$ cat src/sv/bdw_pkg.sv
// Shared types and constants for the depth-weighted bid/ask block.
// Used by every module of the block; depends on nothing.
`timescale 1ns / 1ps
`default_nettype none
package bdw_pkg;

  localparam int PRICE_W  = 31;
  localparam int SIZE_W   = 24;
  localparam int PCT_W    = 7;
  localparam int CNT_W    = 7;
  localparam int TOT_W    = 31;
  localparam int TGT_W    = 32;
  localparam int PROD_W   = PRICE_W + SIZE_W;
  localparam int ACC_W    = 61;
  localparam int FRAC_W   = 16;
  localparam int DIV_W    = ACC_W + FRAC_W;
  localparam int DIVC_W   = 7;
  localparam int AVG_W    = 47;
  localparam int TARGET_W = 29;

  // floor(x / 100) as floor(x * ceil(2^44 / 100) / 2^44), exact for x below 2^44 / 84;
  // the multiplier is split in a 20-bit high and an 18-bit low part
  localparam int X_W       = TOT_W + PCT_W;
  localparam int RCP_HI_W  = 20;
  localparam int RCP_LO_W  = 18;
  localparam int PHI_W     = X_W + RCP_HI_W;
  localparam int PLO_W     = X_W + RCP_LO_W;
  localparam int RSUM_W    = PHI_W + 1;
  localparam int RCP_SHIFT = 26;

  localparam logic [RCP_HI_W-1:0] RCP_HI = 20'd671088;
  localparam logic [RCP_LO_W-1:0] RCP_LO = 18'd167773;

  localparam logic [PCT_W-1:0] PCT_RESET = 7'd95;

  typedef struct packed {
    logic [PRICE_W-1:0] bid_price;
    logic [SIZE_W-1:0]  bid_size;
    logic [PRICE_W-1:0] ask_price;
    logic [SIZE_W-1:0]  ask_size;
    logic               last_level;
  } in_item_t;

  typedef struct packed {
    logic                valid_res;
    logic [TARGET_W-1:0] target_size;
    logic [AVG_W-1:0]    bid_average;
    logic [AVG_W-1:0]    ask_average;
  } out_item_t;

  typedef struct packed {
    logic [CNT_W-1:0] n;
    logic [TOT_W-1:0] bid_total;
    logic [TOT_W-1:0] ask_total;
    logic [PCT_W-1:0] pct;
  } job_t;

  typedef enum logic [3:0] {
    BK_IDLE,
    BK_TB_MUL,
    BK_TB_RCP,
    BK_TA_MUL,
    BK_TA_RCP,
    BK_TARGET,
    BK_WALK_RD,
    BK_WALK_MUL,
    BK_WALK_ACC,
    BK_AVG_GO,
    BK_AVG_WAIT,
    BK_CHECK,
    BK_FINISH
  } back_state_t;

endpackage
`default_nettype wire

$ cat src/sv/bdw_front.sv
// Loader: takes levels, stores them, keeps side totals, posts a job per book.
// Depends on bdw_pkg; holds the level memory read by the evaluator.
`timescale 1ns / 1ps
`default_nettype none
module bdw_front #(
  parameter int BOOK_LEVELS = 16
) (
  input  wire logic               clk,
  input  wire logic               rst,
  input  wire logic               in_valid,
  output logic                    in_stall,
  input  wire bdw_pkg::in_item_t  in_data,
  input  wire logic [bdw_pkg::PCT_W-1:0] pct,
  output logic                    push,
  output bdw_pkg::job_t           push_job,
  input  wire logic               q_ready,
  input  wire logic               book_done,
  input  wire logic [$clog2(BOOK_LEVELS)-1:0] rd_addr,
  output bdw_pkg::in_item_t       rd_data
);

  localparam int IDX_W = $clog2(BOOK_LEVELS);
  localparam int LC_W  = $clog2(BOOK_LEVELS + 1);
  localparam logic [LC_W-1:0] LEVELS = LC_W'(BOOK_LEVELS);

  bdw_pkg::in_item_t levels [BOOK_LEVELS];

  logic [LC_W-1:0]            count;
  logic [LC_W-1:0]            count_next;
  logic [bdw_pkg::TOT_W-1:0]  bid_total;
  logic [bdw_pkg::TOT_W-1:0]  bid_total_next;
  logic [bdw_pkg::TOT_W-1:0]  ask_total;
  logic [bdw_pkg::TOT_W-1:0]  ask_total_next;
  logic                       busy;
  logic                       accept;
  logic                       room;

  assign in_stall = busy || !q_ready;
  assign accept   = in_valid && !in_stall;
  assign room     = (count < LEVELS);
  assign push     = accept && in_data.last_level;

  always_comb begin
    count_next     = count;
    bid_total_next = bid_total;
    ask_total_next = ask_total;
    if (room) begin
      count_next     = count + 1'b1;
      bid_total_next = bid_total + bdw_pkg::TOT_W'(in_data.bid_size);
      ask_total_next = ask_total + bdw_pkg::TOT_W'(in_data.ask_size);
    end
  end

  always_comb begin
    push_job.n         = bdw_pkg::CNT_W'(count_next);
    push_job.bid_total = bid_total_next;
    push_job.ask_total = ask_total_next;
    push_job.pct       = pct;
  end

  always_ff @(posedge clk) begin
    if (accept && room) begin
      levels[count[IDX_W-1:0]] <= in_data;
    end
    rd_data <= levels[rd_addr];
  end

  always_ff @(posedge clk) begin
    if (rst) begin
      count     <= '0;
      bid_total <= '0;
      ask_total <= '0;
      busy      <= 1'b0;
    end else begin
      if (push) begin
        count     <= '0;
        bid_total <= '0;
        ask_total <= '0;
        busy      <= 1'b1;
      end else if (accept) begin
        count     <= count_next;
        bid_total <= bid_total_next;
        ask_total <= ask_total_next;
      end
      if (book_done) begin
        busy <= 1'b0;
      end
    end
  end

endmodule
`default_nettype wire

$ cat config.mk
export PLATFORM = sky130hd
export DESIGN_NAME = bdw_front
export DESIGN_NICKNAME = d
export VERILOG_FILES = /design/src/sv/bdw_pkg.sv /design/src/sv/bdw_front.sv
export SDC_FILE = /design/constraint.sdc
export NUM_CORES = 2
export LEC_CHECK = 0
export ABC_AREA = 0
export BUFFER_PORTS_ARGS = -buffer_cell sky130_fd_sc_hd__buf_2
export CAP_MARGIN = 20
export CORE_MARGIN = 8
export CORE_UTILIZATION = 50
export CTS_CLUSTER_DIAMETER = 50
export DETAILED_ROUTE_END_ITERATION = 10
export PLACE_DENSITY_LB_ADDON = 0.3
export SETUP_SLACK_MARGIN = 0.3
export SLEW_MARGIN = 25
export SYNTH_ARGS = -nofsm -noshare
export SYNTH_HDL_FRONTEND = slang
export SYNTH_SLANG_ARGS = --single-unit
$ cat constraint.sdc
create_clock -name clk -period 11.25 [get_ports clk]
set_input_delay 0.5625 -clock clk [delete_from_list [all_inputs] [get_ports clk]]
set_output_delay 0.5625 -clock clk [all_outputs]
set_load 0.01 [all_outputs]
# == Yosys cells after proc, flatten, opt, wreduce, memory -nomap -nowiden ==
# Memories as Yosys holds them, arrays and structs flattened. A register that Yosys moved wholly into a read port is not among the register bits.
# Cells that the tools add are included.
# word_totals
reg_bits,68
ramBits,1776
in_bits,127
out_inout_bits,189
word_cells,22
n_memories,1
# memory_table
memory,words,width,rd,rd_clocked_by_memory_dff,write_ports,line,text
levels,16,111,1,1,1,bdw_front.sv:26,bdw_pkg::in_item_t levels [BOOK_LEVELS];
# classes
n_addsub,3
n_lt_le_gt_ge,1
mux,5
n_reduce_logical,8
# ops
operator,n
31-bit by 24-bit adder with 31-bit output,2
31-bit 2-to-1 mux,2
"5-bit by 1-bit adder with 5-bit output, second input constant",1
"5-bit < comparator, second input constant",1
5-bit 2-to-1 mux,1
2-bit OR reduction,2
1-bit logical AND,3
1-bit logical NOT,2
1-bit 2-to-1 mux,2
1-bit logical OR,1

# == Logic depth before layout (Yosys ltp) ==
# logic_depth
ltp_word,7
ltp_mapped,11
mapped_depth_nobuf,11

# == Worst setup path after synthesis ==
# OpenSTA, ideal clock, no wires.
# synth_path
path_type,input to register
startpoint,in q_ready
endpoint,mem levels[0][0] in the netlist's numbering (enable)
setup_ns,0.717
t_arrival_ns,9.347
path_slack_ns,1.186
path_stages,8
n_path_buf,3
cell_sequence,nand2b_1 > or2_2 > clkbuf_1 > nor2_1 > clkbuf_1 > buf_2 > nand2_1 > nor3_1
# synth_via
elab_chain_len,7
# synth_lines
element,line,text
start: declaration,bdw_front.sv:16,"input wire logic q_ready,"
1-bit logical NOT,bdw_front.sv:38,assign in_stall = busy || !q_ready;
1-bit logical OR,bdw_front.sv:38,
1-bit logical NOT,bdw_front.sv:39,assign accept = in_valid && !in_stall;
1-bit logical AND,bdw_front.sv:39,
1-bit logical AND,bdw_front.sv:62,if (accept && room) begin
1-bit 2-to-1 mux,bdw_front.sv:62,
1-bit 2-to-1 mux (not written as such),bdw_front.sv:63,levels[count[IDX_W-1:0]] <= in_data;
end: declaration,bdw_front.sv:26,
# No other way between the ends.

==> metrics.md <==
| Metric | Value |
|---|---|
| Hold WC Path Type | `in -> reg` |
| Nature of the critical path endpoint | `output port` |
| Number of DRC markers in iteration 0 | `3363` |
| Initial antenna violation count | `32` |
| Skew final | `0.03084 ns` |
| Synth Area in Adders | `0.9242%` |
| Mux share of post-synthesis cell area | `16.91%` |
| Clock-pin slew on the worst setup and hold paths | `0.06 ns` |
| Postcts setup bufs | `0` |
| Top cells by area, synth | `edfxtp_1, mux4_2, dfxtp_1, ha_1, clkbuf_1` |
| Setup violations, final | `0` |
| Drt drc | `0` |
| Tightest Pin Transition | `1.125 ns` |
| Syn. warnings | `0` |
| Synth Area in Compound Gates | `2.054%` |
| Post-route minimum period | `4.445 ns` |
| DP HPWL | `87120 um` |
| Final wirelength | `170800 um` |
| Critical Path Start Type | `register` |
| Largest net degree at the start of global routing | `142` |
| Sequential fraction of the synthesis area | `76.16%` |
| Pwr dens | `181.8 nW/um^2` |
| TritonRoute pass-1 iters | `7` |
| Pins over their slew limit | `0` |
| Die X | `402.6 um` |
| CORE AREA | `149100 sq um` |
| Post-synth cell types | `64` |
| CP max stage cell | `dfxtp_1` |
| Post-Place Cells | `5543` |
| Post-synthesis simple-gate area fraction | `2.150%` |
| Initial Utilization | `50.13%` |
| Die Ht | `402.6 um` |
| Crit path DAT | `3.88 ns` |
| Post-synth top flop | `edfxtp_1` |
| Clk_lat worst skew | `0.81 ns` |
| CTS buffer count | `201` |
| Synth top area share | `71.36%` |
| Vias/cell | `6.038` |
| Slew headroom | `24.98%` |
| Final Hold Viols | `0` |
| Fin Setup TNS | `0 ns` |
| CP max FO | `4` |
| Synth Area per Inst | `21.78 sq um` |
| Post-route clock period utilization | `39.51%` |
| Gr usage total | `20.98%` |
| Clock root buffer | `clkbuf_16` |
| IO Port Bufs | `299` |
| First-pass GRT wire length | `252600 um` |
| Layout Area Growth over Synthesis | `14.19%` |
| Clk sinks | `1955` |
| Final ANT Viol Nets | `0` |
| Yosys reg bits | `1955` |
| Unrepaired setup endpoints after global routing | `no` |
| GRT overflow | `0` |
| Rows | `142` |
| Share of cells above drive strength 1 | `31.27%` |
| CTS Buffer Depth | `3` |
| TritonCTS clock tree | `done` |
| Critical path cell sequence | `ha_1 > inv_1 > fa_1 > nor2b_1 > o31a_2 > nor2_2 > o2111a_1 > a211o_1 > a31oi_1 > nor3_1 > o31ai_1 > buf_2` |
| Status | `completed` |
| Biggest cell delay along the critical path | `0.41 ns` |
| Htree depth | `4` |
| Vias in the first global route | `37510` |
| Commonest cells after routing, fill and taps aside | `edfxtp_1, mux4_2, buf_2, clkbuf_16, dfxtp_1` |
| Syn Inst Count | `3432` |
| # nets final | `3985` |
| Max-Cap Viols | `0` |
| Main combinational cell family by area after synthesis | `multiplexers` |
| GP Congestion | `0.8533` |
| CP Class | `reg -> out` |
| Leak | `0.02772 uW` |
| I/O pin cnt | `316` |
| Mapped Area | `74730 sq um` |
| Most common cell after layout, fill and taps aside | `edfxtp_1` |
| Peak Freq | `0.2250 GHz` |
| Vias | `35850` |
| Non-Filler Instances | `5937` |
| Xor/xnor share of the synthesized area | `0.7032%` |
| Synth area leader | `edfxtp_1` |
| Peak supply drop | `0.1222 mV` |
| Required @ worst endpoint | `10.69 ns` |
| Synth async-reset ratio | `0%` |
| Die ar. | `162100 sq um` |
| Post-synth EDFFs | `1776` |
| DR WL/cell | `28.77 um` |
per-layer routing:
metal	vias to the layer above	global-route usage, %	wire length (um)
met1	19240	29.41	72130
met5	-	0	65
li1	15120	-	-
met2	1193	34.00	82950
met4	12	5.499	3893
met3	274	4.370	11760
sequential cells by signal (all words and copies together) (netlist names):
register / count
rd_data: 111
busy: 1
count: 5
bid_total: 31
ask_total: 31
levels: 1776
power by group:
group | switching, uW | total [uW] | internal (uW)
clock | 2760 | 6600 | 3840
sequential | 50.5 | 8060 | 8010
combinational | 499 | 856 | 357
critical path: cells and delay by family, from the launching register on:
family	cells	cell delay, ns
flops	1	0.41
buf+inv	2	0.31
fa+ha+maj	2	0.60
compound gates	5	1.44
simple gates	3	0.31
cells by family after synthesis:
| family | Yosys count |
|---|---|
| flip-flops | 1955 |
| multiplexers | 568 |
| AND/OR/NAND/NOR | 343 |
| AO/OA/AOI/OAI | 250 |
| buffers and inverters | 201 |
| XOR/XNOR | 60 |
| adder cells (fa/ha/maj) | 54 |
| other | 1 |
worst paths after layout:
path / start / cells after the start / endpoint / slack, ns
setup / recovery: bid_total[0] / 12 / push_job[58] / 6.80
hold / removal: in_data[89] / 1 / levels[9][89] / 0.12
setup reg to reg: count[4] / 7 / bid_total[19] / 7.21
hold reg to reg: bid_total[15] / 2 / bid_total[15] / 0.48
cell usage after synthesis, types with 4 or more instances:
master	instances
a211oi_1	6
a21boi_0	4
a21o_1	20
a21oi_1	71
a31oi_1	9
and2_1	21
and3_1	10
buf_1	29
buf_2	25
buf_4	9
clkbuf_1	117
dfxtp_1	179
edfxtp_1	1776
ha_1	52
inv_1	20
mux2_2	6
mux2i_1	7
mux4_2	555
nand2_1	113
nand2b_1	5
nand3_1	23
nand4_1	21
nor2_1	91
nor2b_1	5
nor3_1	21
nor3b_1	5
o211ai_1	4
o21a_1	10
o21ai_0	79
o21bai_1	7
o31ai_1	12
or3_1	11
or4_1	6
xnor2_1	27
xor2_1	33
repair_timing:
action | in CTS | in global routing
hold endpoints to repair | 1 | 0
gates resized for setup | 0 | 0
hold buffers | 2 | 0
endpoints found under the setup margin | 0 | 0
metrics by stage:
step | setup WS [ns] | hold WS, ns | util (%) | instance area [sq um] | total power (uW)
2_1_floorplan | 1.186 | 0.4484 | - | 74740 | 8721
3_3_place_gp | 6.960 | 0.4591 | 52.71 | 78570 | 9070
4_1_cts | 6.668 | 0.03851 | 57.22 | 85300 | 15660
5_1_grt | 6.484 | 0.08525 | 57.23 | 85310 | 15990
6_report | 6.805 | 0.1239 | 57.25 | 85340 | 15510
3_5_place_dp | 6.903 | 0.4739 | 52.75 | 78630 | 9086
layout make-up:
class	instances	area (sq um)
Sequential cell	1955	56920
Tap cell	1944	2432
Clock inverter	100	999.7
Timing Repair Buffer	348	2103
Multi-Input combinational cell	1277	17120
Fill cell	10680	63730
Clock buffer	280	5654
Inverter	21	78.83
Antenna cell	12	30.03
Note: power is estimated with default switching activity, not from simulation.
