$ cat src/sv/bdw_pkg.sv
// Shared types and constants for the depth-weighted bid/ask block.
// Used by every module of the block; depends on nothing.
`timescale 1ns / 1ps
`default_nettype none
package bdw_pkg;

  localparam int PRICE_W  = 31;
  localparam int SIZE_W   = 24;
  localparam int PCT_W    = 7;
  localparam int CNT_W    = 7;
  localparam int TOT_W    = 31;
  localparam int TGT_W    = 32;
  localparam int PROD_W   = PRICE_W + SIZE_W;
  localparam int ACC_W    = 61;
  localparam int FRAC_W   = 16;
  localparam int DIV_W    = ACC_W + FRAC_W;
  localparam int DIVC_W   = 7;
  localparam int AVG_W    = 47;
  localparam int TARGET_W = 29;

  // floor(x / 100) as floor(x * ceil(2^44 / 100) / 2^44), exact for x below 2^44 / 84;
  // the multiplier is split in a 20-bit high and an 18-bit low part
  localparam int X_W       = TOT_W + PCT_W;
  localparam int RCP_HI_W  = 20;
  localparam int RCP_LO_W  = 18;
  localparam int PHI_W     = X_W + RCP_HI_W;
  localparam int PLO_W     = X_W + RCP_LO_W;
  localparam int RSUM_W    = PHI_W + 1;
  localparam int RCP_SHIFT = 26;

  localparam logic [RCP_HI_W-1:0] RCP_HI = 20'd671088;
  localparam logic [RCP_LO_W-1:0] RCP_LO = 18'd167773;

  localparam logic [PCT_W-1:0] PCT_RESET = 7'd95;

  typedef struct packed {
    logic [PRICE_W-1:0] bid_price;
    logic [SIZE_W-1:0]  bid_size;
    logic [PRICE_W-1:0] ask_price;
    logic [SIZE_W-1:0]  ask_size;
    logic               last_level;
  } in_item_t;

  typedef struct packed {
    logic                valid_res;
    logic [TARGET_W-1:0] target_size;
    logic [AVG_W-1:0]    bid_average;
    logic [AVG_W-1:0]    ask_average;
  } out_item_t;

  typedef struct packed {
    logic [CNT_W-1:0] n;
    logic [TOT_W-1:0] bid_total;
    logic [TOT_W-1:0] ask_total;
    logic [PCT_W-1:0] pct;
  } job_t;

  typedef enum logic [3:0] {
    BK_IDLE,
    BK_TB_MUL,
    BK_TB_RCP,
    BK_TA_MUL,
    BK_TA_RCP,
    BK_TARGET,
    BK_WALK_RD,
    BK_WALK_MUL,
    BK_WALK_ACC,
    BK_AVG_GO,
    BK_AVG_WAIT,
    BK_CHECK,
    BK_FINISH
  } back_state_t;

endpackage
`default_nettype wire

$ cat src/sv/bdw_queue.sv
// Two-entry job queue between the loader and the evaluator.
// Depends on bdw_pkg for the job type.
`timescale 1ns / 1ps
`default_nettype none
module bdw_queue (
  input  wire logic         clk,
  input  wire logic         rst,
  input  wire logic         push,
  input  wire bdw_pkg::job_t push_job,
  output logic              ready,
  input  wire logic         pop,
  output logic              valid,
  output bdw_pkg::job_t     head
);

  bdw_pkg::job_t slots [2];
  logic       wr_ptr;
  logic       rd_ptr;
  logic [1:0] fill;

  assign ready = (fill != 2'd2);
  assign valid = (fill != 2'd0);
  assign head  = slots[rd_ptr];

  always_ff @(posedge clk) begin
    if (push && ready) begin
      slots[wr_ptr] <= push_job;
    end
  end

  always_ff @(posedge clk) begin
    if (rst) begin
      wr_ptr <= 1'b0;
      rd_ptr <= 1'b0;
      fill   <= 2'd0;
    end else begin
      if (push && ready) begin
        wr_ptr <= ~wr_ptr;
      end
      if (pop && valid) begin
        rd_ptr <= ~rd_ptr;
      end
      fill <= fill + {1'b0, push && ready} - {1'b0, pop && valid};
    end
  end

endmodule
`default_nettype wire

$ cat config.mk
export PLATFORM = sky130hd
export DESIGN_NAME = bdw_queue
export DESIGN_NICKNAME = d
export VERILOG_FILES = /design/src/sv/bdw_pkg.sv /design/src/sv/bdw_queue.sv
export SDC_FILE = /design/constraint.sdc
export NUM_CORES = 1
export LEC_CHECK = 0
export BUFFER_PORTS_ARGS = -buffer_cell sky130_fd_sc_hd__buf_4
export CORE_MARGIN = 2
export CORE_UTILIZATION = 45
export DETAILED_ROUTE_END_ITERATION = 12
export GPL_TIMING_DRIVEN = 0
export PLACE_DENSITY = 0.7
export SYNTH_ARGS = -nofsm -noshare
export SYNTH_HDL_FRONTEND = slang
export SYNTH_SLANG_ARGS = --single-unit
$ cat constraint.sdc
create_clock -name clk -period 5.9 [get_ports clk]
set_input_delay 0.59 -clock clk [delete_from_list [all_inputs] [get_ports clk]]
set_output_delay 0.59 -clock clk [all_outputs]
set_load 0.02 [all_outputs]
After elaboration in Yosys (flattened, before gate mapping)
Memories as Yosys holds them, arrays and structs flattened. A register that Yosys moved wholly into a read port is not among the register bits.
Cells that the tools add are included.
{"block": "totals", "regBits": 4, "ramBits": 152, "in_bits": 80, "out_inout_bits": 78, "wordCells": 16, "mem_count": 1}
{"memory": "slots", "words": 2, "width": 76, "rd": 1, "rd_clocked_by_memory_dff": 1, "wr": 1, "line": "bdw_queue.sv:16", "text": "bdw_pkg::job_t slots [2];"}
{"block": "classes", "addsub": 2, "eq_ne": 1, "mux": 4, "bitwise": 2, "reduce_logical": 3}
{"op": "$mux 1", "n": 4}
{"op": "$add 2x1->2", "n": 1}
{"op": "$logic_and 1x1->1", "n": 2}
{"op": "$ne 2x2->1 const B", "n": 1}
{"op": "$not 1->1", "n": 2}
{"op": "$reduce_bool 2->1", "n": 1}
{"op": "$sub 2x1->2", "n": 1}

Logic depth before layout (Yosys ltp)
Gate-level depths: netlist of run 1.
{"block": "logic_depth", "depth_word": 4, "ltp_mapped": 8}

Worst setup path after synthesis of run 1
OpenSTA, ideal clock, no wires.
{"block": "synth_path", "path_kind": "register -> register", "from": "register fill[0]", "to": "memory slots[0][0] (netlist bit), enable pin", "setup_time_ps": 511, "arrival_time_ps": 3916, "required_time_ps": 5389, "slack_ps": 1473, "path_stages_with_launch": 4, "n_path_buf": 0, "period_less_slack_ps": 4427, "path_cell_list": "dfxtp_1 nand2b_1 nand2_1 nor2_1"}
{"block": "synth_between", "elab_chain_len": 4}
{"item": "start, declared", "line": "bdw_queue.sv:19", "text": "logic [1:0] fill;"}
{"item": "start signal, assigned", "line": "bdw_queue.sv:43", "text": "fill <= fill + {1'b0, push && ready} - {1'b0, pop && valid};"}
{"item": "$ne 2x2->1", "line": "bdw_queue.sv:21", "text": "assign ready = (fill != 2'd2);"}
{"item": "net ready", "line": "bdw_queue.sv:10", "text": "output logic ready,"}
{"item": "$logic_and 1x1->1", "line": "bdw_queue.sv:26", "text": "if (push && ready) begin"}
{"item": "$mux 1", "line": "bdw_queue.sv:26"}
{"item": "$mux 1 (not written as such)", "line": "bdw_queue.sv:27", "text": "slots[wr_ptr] <= push_job;"}
{"item": "end, declared", "line": "bdw_queue.sv:16"}
The timed path passes the listed nets, and every way through them passes these cells.

==> impl_metrics.json, run 1 <==
{
  "hold_depth": 1,
  "status": "finished clean",
  "cts_buffer_depth": 2,
  "seq_area_frac_synth_pct": 79.5,
  "rsz0062_at_grt": "false",
  "synth_nets": 342,
  "pin_count": 158,
  "cts_hold_buf": 0,
  "slew_headroom_pct": 63.6,
  "switching_power_mw": 0.967,
  "seqPwrFrac_pct": 40.6,
  "wire_per_inst_um": 16.3,
  "gp_congestion": 0.674,
  "setup-violations-final": 0,
  "drt_iter0_markers": 141,
  "root_buffer": "clkbuf_16",
  "tightest_slew_ns": 0.544,
  "syn_to_final_growth_pct": 35.8,
  "synth.avg_cell_area_um2": 22.6,
  "hold_path_class": "input pin to flop",
  "drtAntennaViolNets": 0,
  "end_kind": "output port",
  "final_common_cell": "buf_4",
  "fin_setup_tns_ns": 0,
  "postCtsSetupRepairBufs": 0,
  "worstSetupPathType": "flop to output port",
  "dr.pass1.iters": 4,
  "portBuffers": 157,
  "cts.clk_slew.worst_paths_ns": 0.06,
  "routed_wl_um": 10200,
  "coreArea_um2": 12700,
  "use_met3_pct": 6.08,
  "rows": 41,
  "nets": 522,
  "max_cap_viol_count": 0,
  "cp.required_ns": 5.31,
  "antenna_found_initial": 0,
  "grt_use_total_pct": 15.2,
  "cts_sinks": 157,
  "pwr-share-clk_pct": 29.7,
  "p_sw_share_pct": 27.3,
  "die-area_um2": 14000,
  "grt_max_degree": 57,
  "cts_max_level": 4,
  "hpwlAfterDp_um": 6920,
  "mostFrequentLayoutCells": "158 x buf_4, 152 x edfxtp_1, 40 x mux2_4, 37 x mux2_2, 17 x clkbuf_16",
  "max_freq_mhz": 428,
  "synth_area_um2": 5870,
  "synth_cells": 260,
  "ctsResizeCount": 0,
  "cellLeakagePower_nw": 3.07,
  "finClkSkew_ns": 0.00448,
  "dpl-instance-area_um2": 7380,
  "grt_pass1_wl_um": 15900,
  "crit_arrival_ns": 1.75,
  "fin_area_um2": 7960,
  "period_share_pct": 39.6,
  "crit_fanout": 10,
  "drc": 0,
  "ys_seq_elements": 157,
  "cts_tree": "done",
  "worstRegToRegCells": 5,
  "top_usage_layer": "met2",
  "hold_viol_final": 0,
  "cts_buffers": 17,
  "grt.met1_usage_pct": 17.1,
  "power_density_nw_per_um2": 445,
  "combinationalPowerShare_pct": 29.7,
  "initial_core_util_pct": 46.3,
  "via_count": 2958,
  "post-route-min-period_ns": 2.34,
  "viasPerCell": 4.73,
  "diodes": 0,
  "ys_types": 18,
  "dieHeight_um": 118,
  "final_core_util_pct": 62.8,
  "finalMaxSlewViolations": 0,
  "grt_pass1_vias": 3178,
  "layout-drive-gt1-share_pct": 61.1,
  "intPower_mw": 2.58,
  "clk-insertion-delay-late_ns": 0.41,
  "fp.dieW_um": 118,
  "met2_usage_pct": 25.4,
  "peakVddDrop_mv": 0.267,
  "yosysWarnings": 0,
  "grt_overflow": 0,
  "startpoint_type": "flop"
}
stage by stage:
step                      hold WS, ns  instances  total power, mW  worst slack, ns
after floorplan                 0.481        260             2.12             1.47
after global placement          0.496        589             2.50           -0.435
after detailed placement        0.501        593             2.53             3.85
after CTS                       0.340        625             3.59             3.51
after global routing            0.342        625             3.69             3.48
final                           0.362        625             3.54             3.56
worst max-delay path: stages, from the launching register on:
cell and delay (ns):
dfxtp_1 0.40, buf_4 0.25, buf_6 0.21, mux2_4 0.32, buf_4 0.16
cell families after synthesis:
group | share of synthesized area (%)
flip-flops | 79.5
AO/OA/AOI/OAI | 0.128
adder cells (fa/ha/maj) | 0.427
buffers and inverters | 1.22
multiplexers | 17.3
XOR/XNOR | 0.448
AND/OR/NAND/NOR | 0.917
cells in the mapped netlist:
master / number / area (um2)
or2_2: 1 / 6.26
xor2_1: 1 / 8.76
ha_1: 2 / 25.0
and3_1: 1 / 6.26
xnor2_1: 2 / 17.5
dfxtp_1: 5 / 100
nor2_1: 5 / 18.8
buf_6: 4 / 45.0
buf_2: 3 / 15.0
mux2_4: 40 / 601
inv_1: 1 / 3.75
mux2_2: 37 / 417
nand2b_1: 1 / 6.26
o21a_1: 1 / 7.51
buf_4: 1 / 7.51
nand2_1: 1 / 3.75
nor2b_1: 2 / 12.5
edfxtp_1: 152 / 4560
layer usage:
metal / vias to the layer above / wire, um
li1: 1383 / -
met1: 1445 / 4050
met2: 113 / 5130
met3: 17 / 800
met4: 0 / 178
met5: - / 0
registers in the layout, indices dropped and copies added (netlist names), named ones only:
name    cells
fill        2
rd_ptr      1
slots     152
wr_ptr      1
power by group through the flow:
stage,Clock (mW),Combinational (mW),Sequential [mW]
after global routing,1.12,1.12,1.45
after detailed placement,0,1.07,1.46
after CTS,1.08,1.07,1.44
final,1.05,1.05,1.44
after floorplan,0,0.651,1.47
after global placement,0,1.02,1.48
final cells by class:
cell class	count	area, um2
fillers	949	4710
well taps	172	215
clock inverters	14	151
clock buffers	18	429
flip-flops and latches	157	4660
multi-input cells	94	1140
inverters	1	3.75
repair buffers	161	1290
plain buffers	8	67.6
final timing paths:
kind	slack [ns]	endpoint	from
setup / recovery	3.56	head[35]	flop
hold / removal	0.36	slots[1][51]	push_job[51]
setup reg to reg	4.03	slots[0][12]	fill[0]
hold reg to reg	0.53	flop	rd_ptr
No activity file was read; power rests on OpenSTA's default activity.
==> run 2: changes to the inputs <==
--- a/config.mk
+++ b/config.mk
@@ -5,6 +5,7 @@
 export SDC_FILE = /design/constraint.sdc
 export NUM_CORES = 1
 export LEC_CHECK = 0
+export ABC_AREA = 1
 export BUFFER_PORTS_ARGS = -buffer_cell sky130_fd_sc_hd__buf_4
 export CORE_MARGIN = 2
 export CORE_UTILIZATION = 45
==> constraint.sdc (replaced) <==
create_clock -name clk -period 2.35 [get_ports clk]
set_input_delay 0.235 -clock clk [delete_from_list [all_inputs] [get_ports clk]]
set_output_delay 0.235 -clock clk [all_outputs]
set_load 0.02 [all_outputs]
==> run 2 against run 1 <==
Compared with the run above:
- via count is 13% higher
- sequential power grew to 2.5 times the previous value
- sequential share of layout area is 4.8 points lower
- largest cell class unchanged
- synthesized cell count is 5.0% higher
- clock skew is 0.0024 ns higher
- non-clock buffer count is 77 higher
- critical path depth stayed put
- core utilization is 5.6 points higher
- combinational power grew to 2.6 times the previous value
- worst setup slack worse by 3.1 ns
- register-to-register slack worse by 3.6 ns
- wire length is 13% higher
==> impl_metrics.json, run 2 <==
{
  "fp.dieW_um": 118,
  "routed_wl_um": 11500,
  "synth_xor_area_share_pct": 0,
  "cts_sinks": 157,
  "ys_top_cells_by_area": "edfxtp_1 78%, mux2_4 10%, mux2_2 6.9%, dfxtp_1 1.7%, buf_6 0.77%",
  "synth_nets": 355,
  "hpwlAfterDp_um": 7180,
  "yosysWarnings": 0,
  "preCtsSetupSlack_ns": 0.427,
  "setup-violations-final": 0,
  "crit_chain": "buf_4 > buf_6 > mux2_4 > buf_4",
  "max_cap_viol_count": 0,
  "crit_top_cell": "buf_4",
  "period_share_pct": 82.2,
  "drtAntennaViolNets": 0,
  "reg_top3": "slots (152), fill (2)",
  "grt_max_degree": 33,
  "rrSetupSlack_ns": 0.44,
  "seqPwrFrac_pct": 41.4,
  "cp_slowest_stage_delay_ns": 0.37,
  "finClkSkew_ns": 0.00687,
  "mostFrequentLayoutCells": "158 x buf_4, 152 x edfxtp_1, 77 x dlygate4sd3_1, 40 x mux2_4, 36 x mux2_2",
  "nets": 612,
  "synth_compound_area_share_pct": 0.170,
  "dieHeight_um": 118,
  "rows": 41,
  "final_core_util_pct": 68.4,
  "reg2reg_to": "slots[0][17]",
  "worstHoldStart": "push",
  "fin_setup_tns_ns": 0,
  "end_kind": "output port",
  "pwr-share-clk_pct": 28.0,
  "startpoint_type": "flop",
  "grt_pass1_vias": 3609,
  "max_freq_mhz": 518,
  "synth_ff_type": "edfxtp_1",
  "tightest_slew_ns": 0.765,
  "slew_headroom_pct": 48.9,
  "cts_buffer_depth": 2,
  "synth_area_um2": 5880,
  "clk-insertion-delay-late_ns": 0.42,
  "worstSetupPathType": "flop to output port",
  "final_common_cell": "buf_4",
  "crit_arrival_ns": 1.70,
  "drt_iter0_markers": 133,
  "syn_to_final_growth_pct": 47.4,
  "synth_top_family_by_area": "multiplexers",
  "initial_core_util_pct": 46.4,
  "hold_viol_final": 0,
  "switching_power_mw": 2.51,
  "diodes": 0,
  "grt_overflow": 0,
  "ys_seq_elements": 157,
  "crit_path_end": "head[69]",
  "post-route-min-period_ns": 1.93,
  "cts_max_level": 4,
  "synthArstFlopShare_pct": 0,
  "power_density_nw_per_um2": 1020,
  "total_power_mw": 8.80,
  "cts_tree": "done",
  "synth_top_area_share_pct": 77.6,
  "crit_family": "buffers and inverters",
  "critical_path_depth": 4,
  "synth_most_common_cell": "edfxtp_1",
  "r2r-start": "fill[0]",
  "synth_cells": 273,
  "hold-worst-slack_ns": 0.0935,
  "gp_congestion": 0.675,
  "peakVddDrop_mv": 0.652,
  "synth.avg_cell_area_um2": 21.5,
  "hold_path_class": "input pin to flop",
  "wire_per_inst_um": 16.1,
  "via_count": 3331,
  "ys_types": 13,
  "pin_count": 158,
  "p_sw_share_pct": 28.5,
  "fin_ws_ns": 0.418,
  "combinationalPowerShare_pct": 30.6,
  "synthAdderAreaFrac_pct": 0.425,
  "viasPerCell": 4.67,
  "largest_reg_flops": 152,
  "worstRegToRegCells": 5,
  "synthMuxAreaShare_pct": 17.1,
  "cellLeakagePower_nw": 3.39,
  "synth_edf_count": 152,
  "antenna_found_initial": 0,
  "yosys-top-cells-count": "152 x edfxtp_1, 40 x mux2_4, 36 x mux2_2",
  "cts_buffers": 17,
  "grt_pass1_wl_um": 18300,
  "intPower_mw": 6.29,
  "seq_area_frac_synth_pct": 79.3,
  "layout-drive-gt1-share_pct": 51.1,
  "coreArea_um2": 12700,
  "top_register": "slots",
  "finalMaxSlewViolations": 0,
  "rsz0062_at_grt": "false",
  "drc": 0,
  "yosys.area_share.simple_pct": 1.34,
  "die-area_um2": 14000,
  "portBuffers": 157,
  "worst_path_max_delay_cell": "dfxtp_1",
  "crit_fanout": 10,
  "fillers": 838,
  "cp.required_ns": 2.12,
  "status": "finished clean",
  "cts.clk_slew.worst_paths_ns": 0.06,
  "dr.pass1.iters": 5,
  "grt_use_total_pct": 17.3,
  "yosys.area.top_type": "edfxtp_1",
  "worst-path-buf-inv": 3,
  "root_buffer": "clkbuf_16"
}
[run 2: final cells by class]
type,count,area (um2),area share [%]
Sequential cell,157,4660,53.8
Clock inverter,13,103,1.18
Timing Repair Buffer,238,2030,23.4
Tap cell,172,215,2.48
Inverter,8,33.8,0.390
Multi-Input combinational cell,100,1130,13.0
Buffer,8,67.6,0.779
Clock buffer,18,429,4.95
[run 2: worst min path at each step]
stage	cells past startpoint	end
2_1_floorplan	1	fill[0]
3_3_place_gp	2	fill[0]
3_5_place_dp	2	fill[0]
4_1_cts	3	wr_ptr
5_1_grt	3	wr_ptr
6_report	3	wr_ptr
[run 2: stage by stage]
step | cells | cell area, um2
2_1_floorplan | 273 | 5890
3_3_place_gp | 602 | 7290
3_5_place_dp | 606 | 7370
4_1_cts | 714 | 8670
5_1_grt | 714 | 8670
6_report | 714 | 8670
[run 2: cells by family (layout without fill, tap and decap cells)]
kind of cell | Yosys count | count (layout)
DFF | 157 | 157
buffers and inverters | 16 | 285
AOI/OAI and AO/OA | 2 | 2
adders and majority gates | 2 | 2
and+or+nand+nor | 20 | 20
muxes | 76 | 76
[run 2: power by group through the flow]
stage	registers, mW	logic, mW	clock network (mW)
after global routing	3.68	2.86	2.64
after detailed placement	3.70	2.61	0
after floorplan	3.68	1.60	0
after global placement	3.71	2.52	0
after CTS	3.65	2.72	2.51
final	3.65	2.69	2.46
[run 2: routing by layer]
layer / vias to the layer above / track usage [%] / wire [um]
met4: 0 / 7.68 / 205
met2: 123 / 29.7 / 5900
met1: 1618 / 19.2 / 4560
met5: - / 0 / 0
met3: 16 / 6.23 / 836
li1: 1574 / - / -
[run 2: worst register-to-register path, cell delays in order, from the launching register on]
cell and delay (ns):
dfxtp_1 0.36, inv_1 0.07, nand2_1 0.13, nand2_1 0.13, nor2_4 0.60, buf_12 0.30
[run 2: what timing repair did]
item	4_1_cts	5_1_grt
endpoints found under the setup margin	0	0
hold buffers	77	0
hold endpoints to repair	153	0
buffers inserted	0	0
resized for setup	0	0
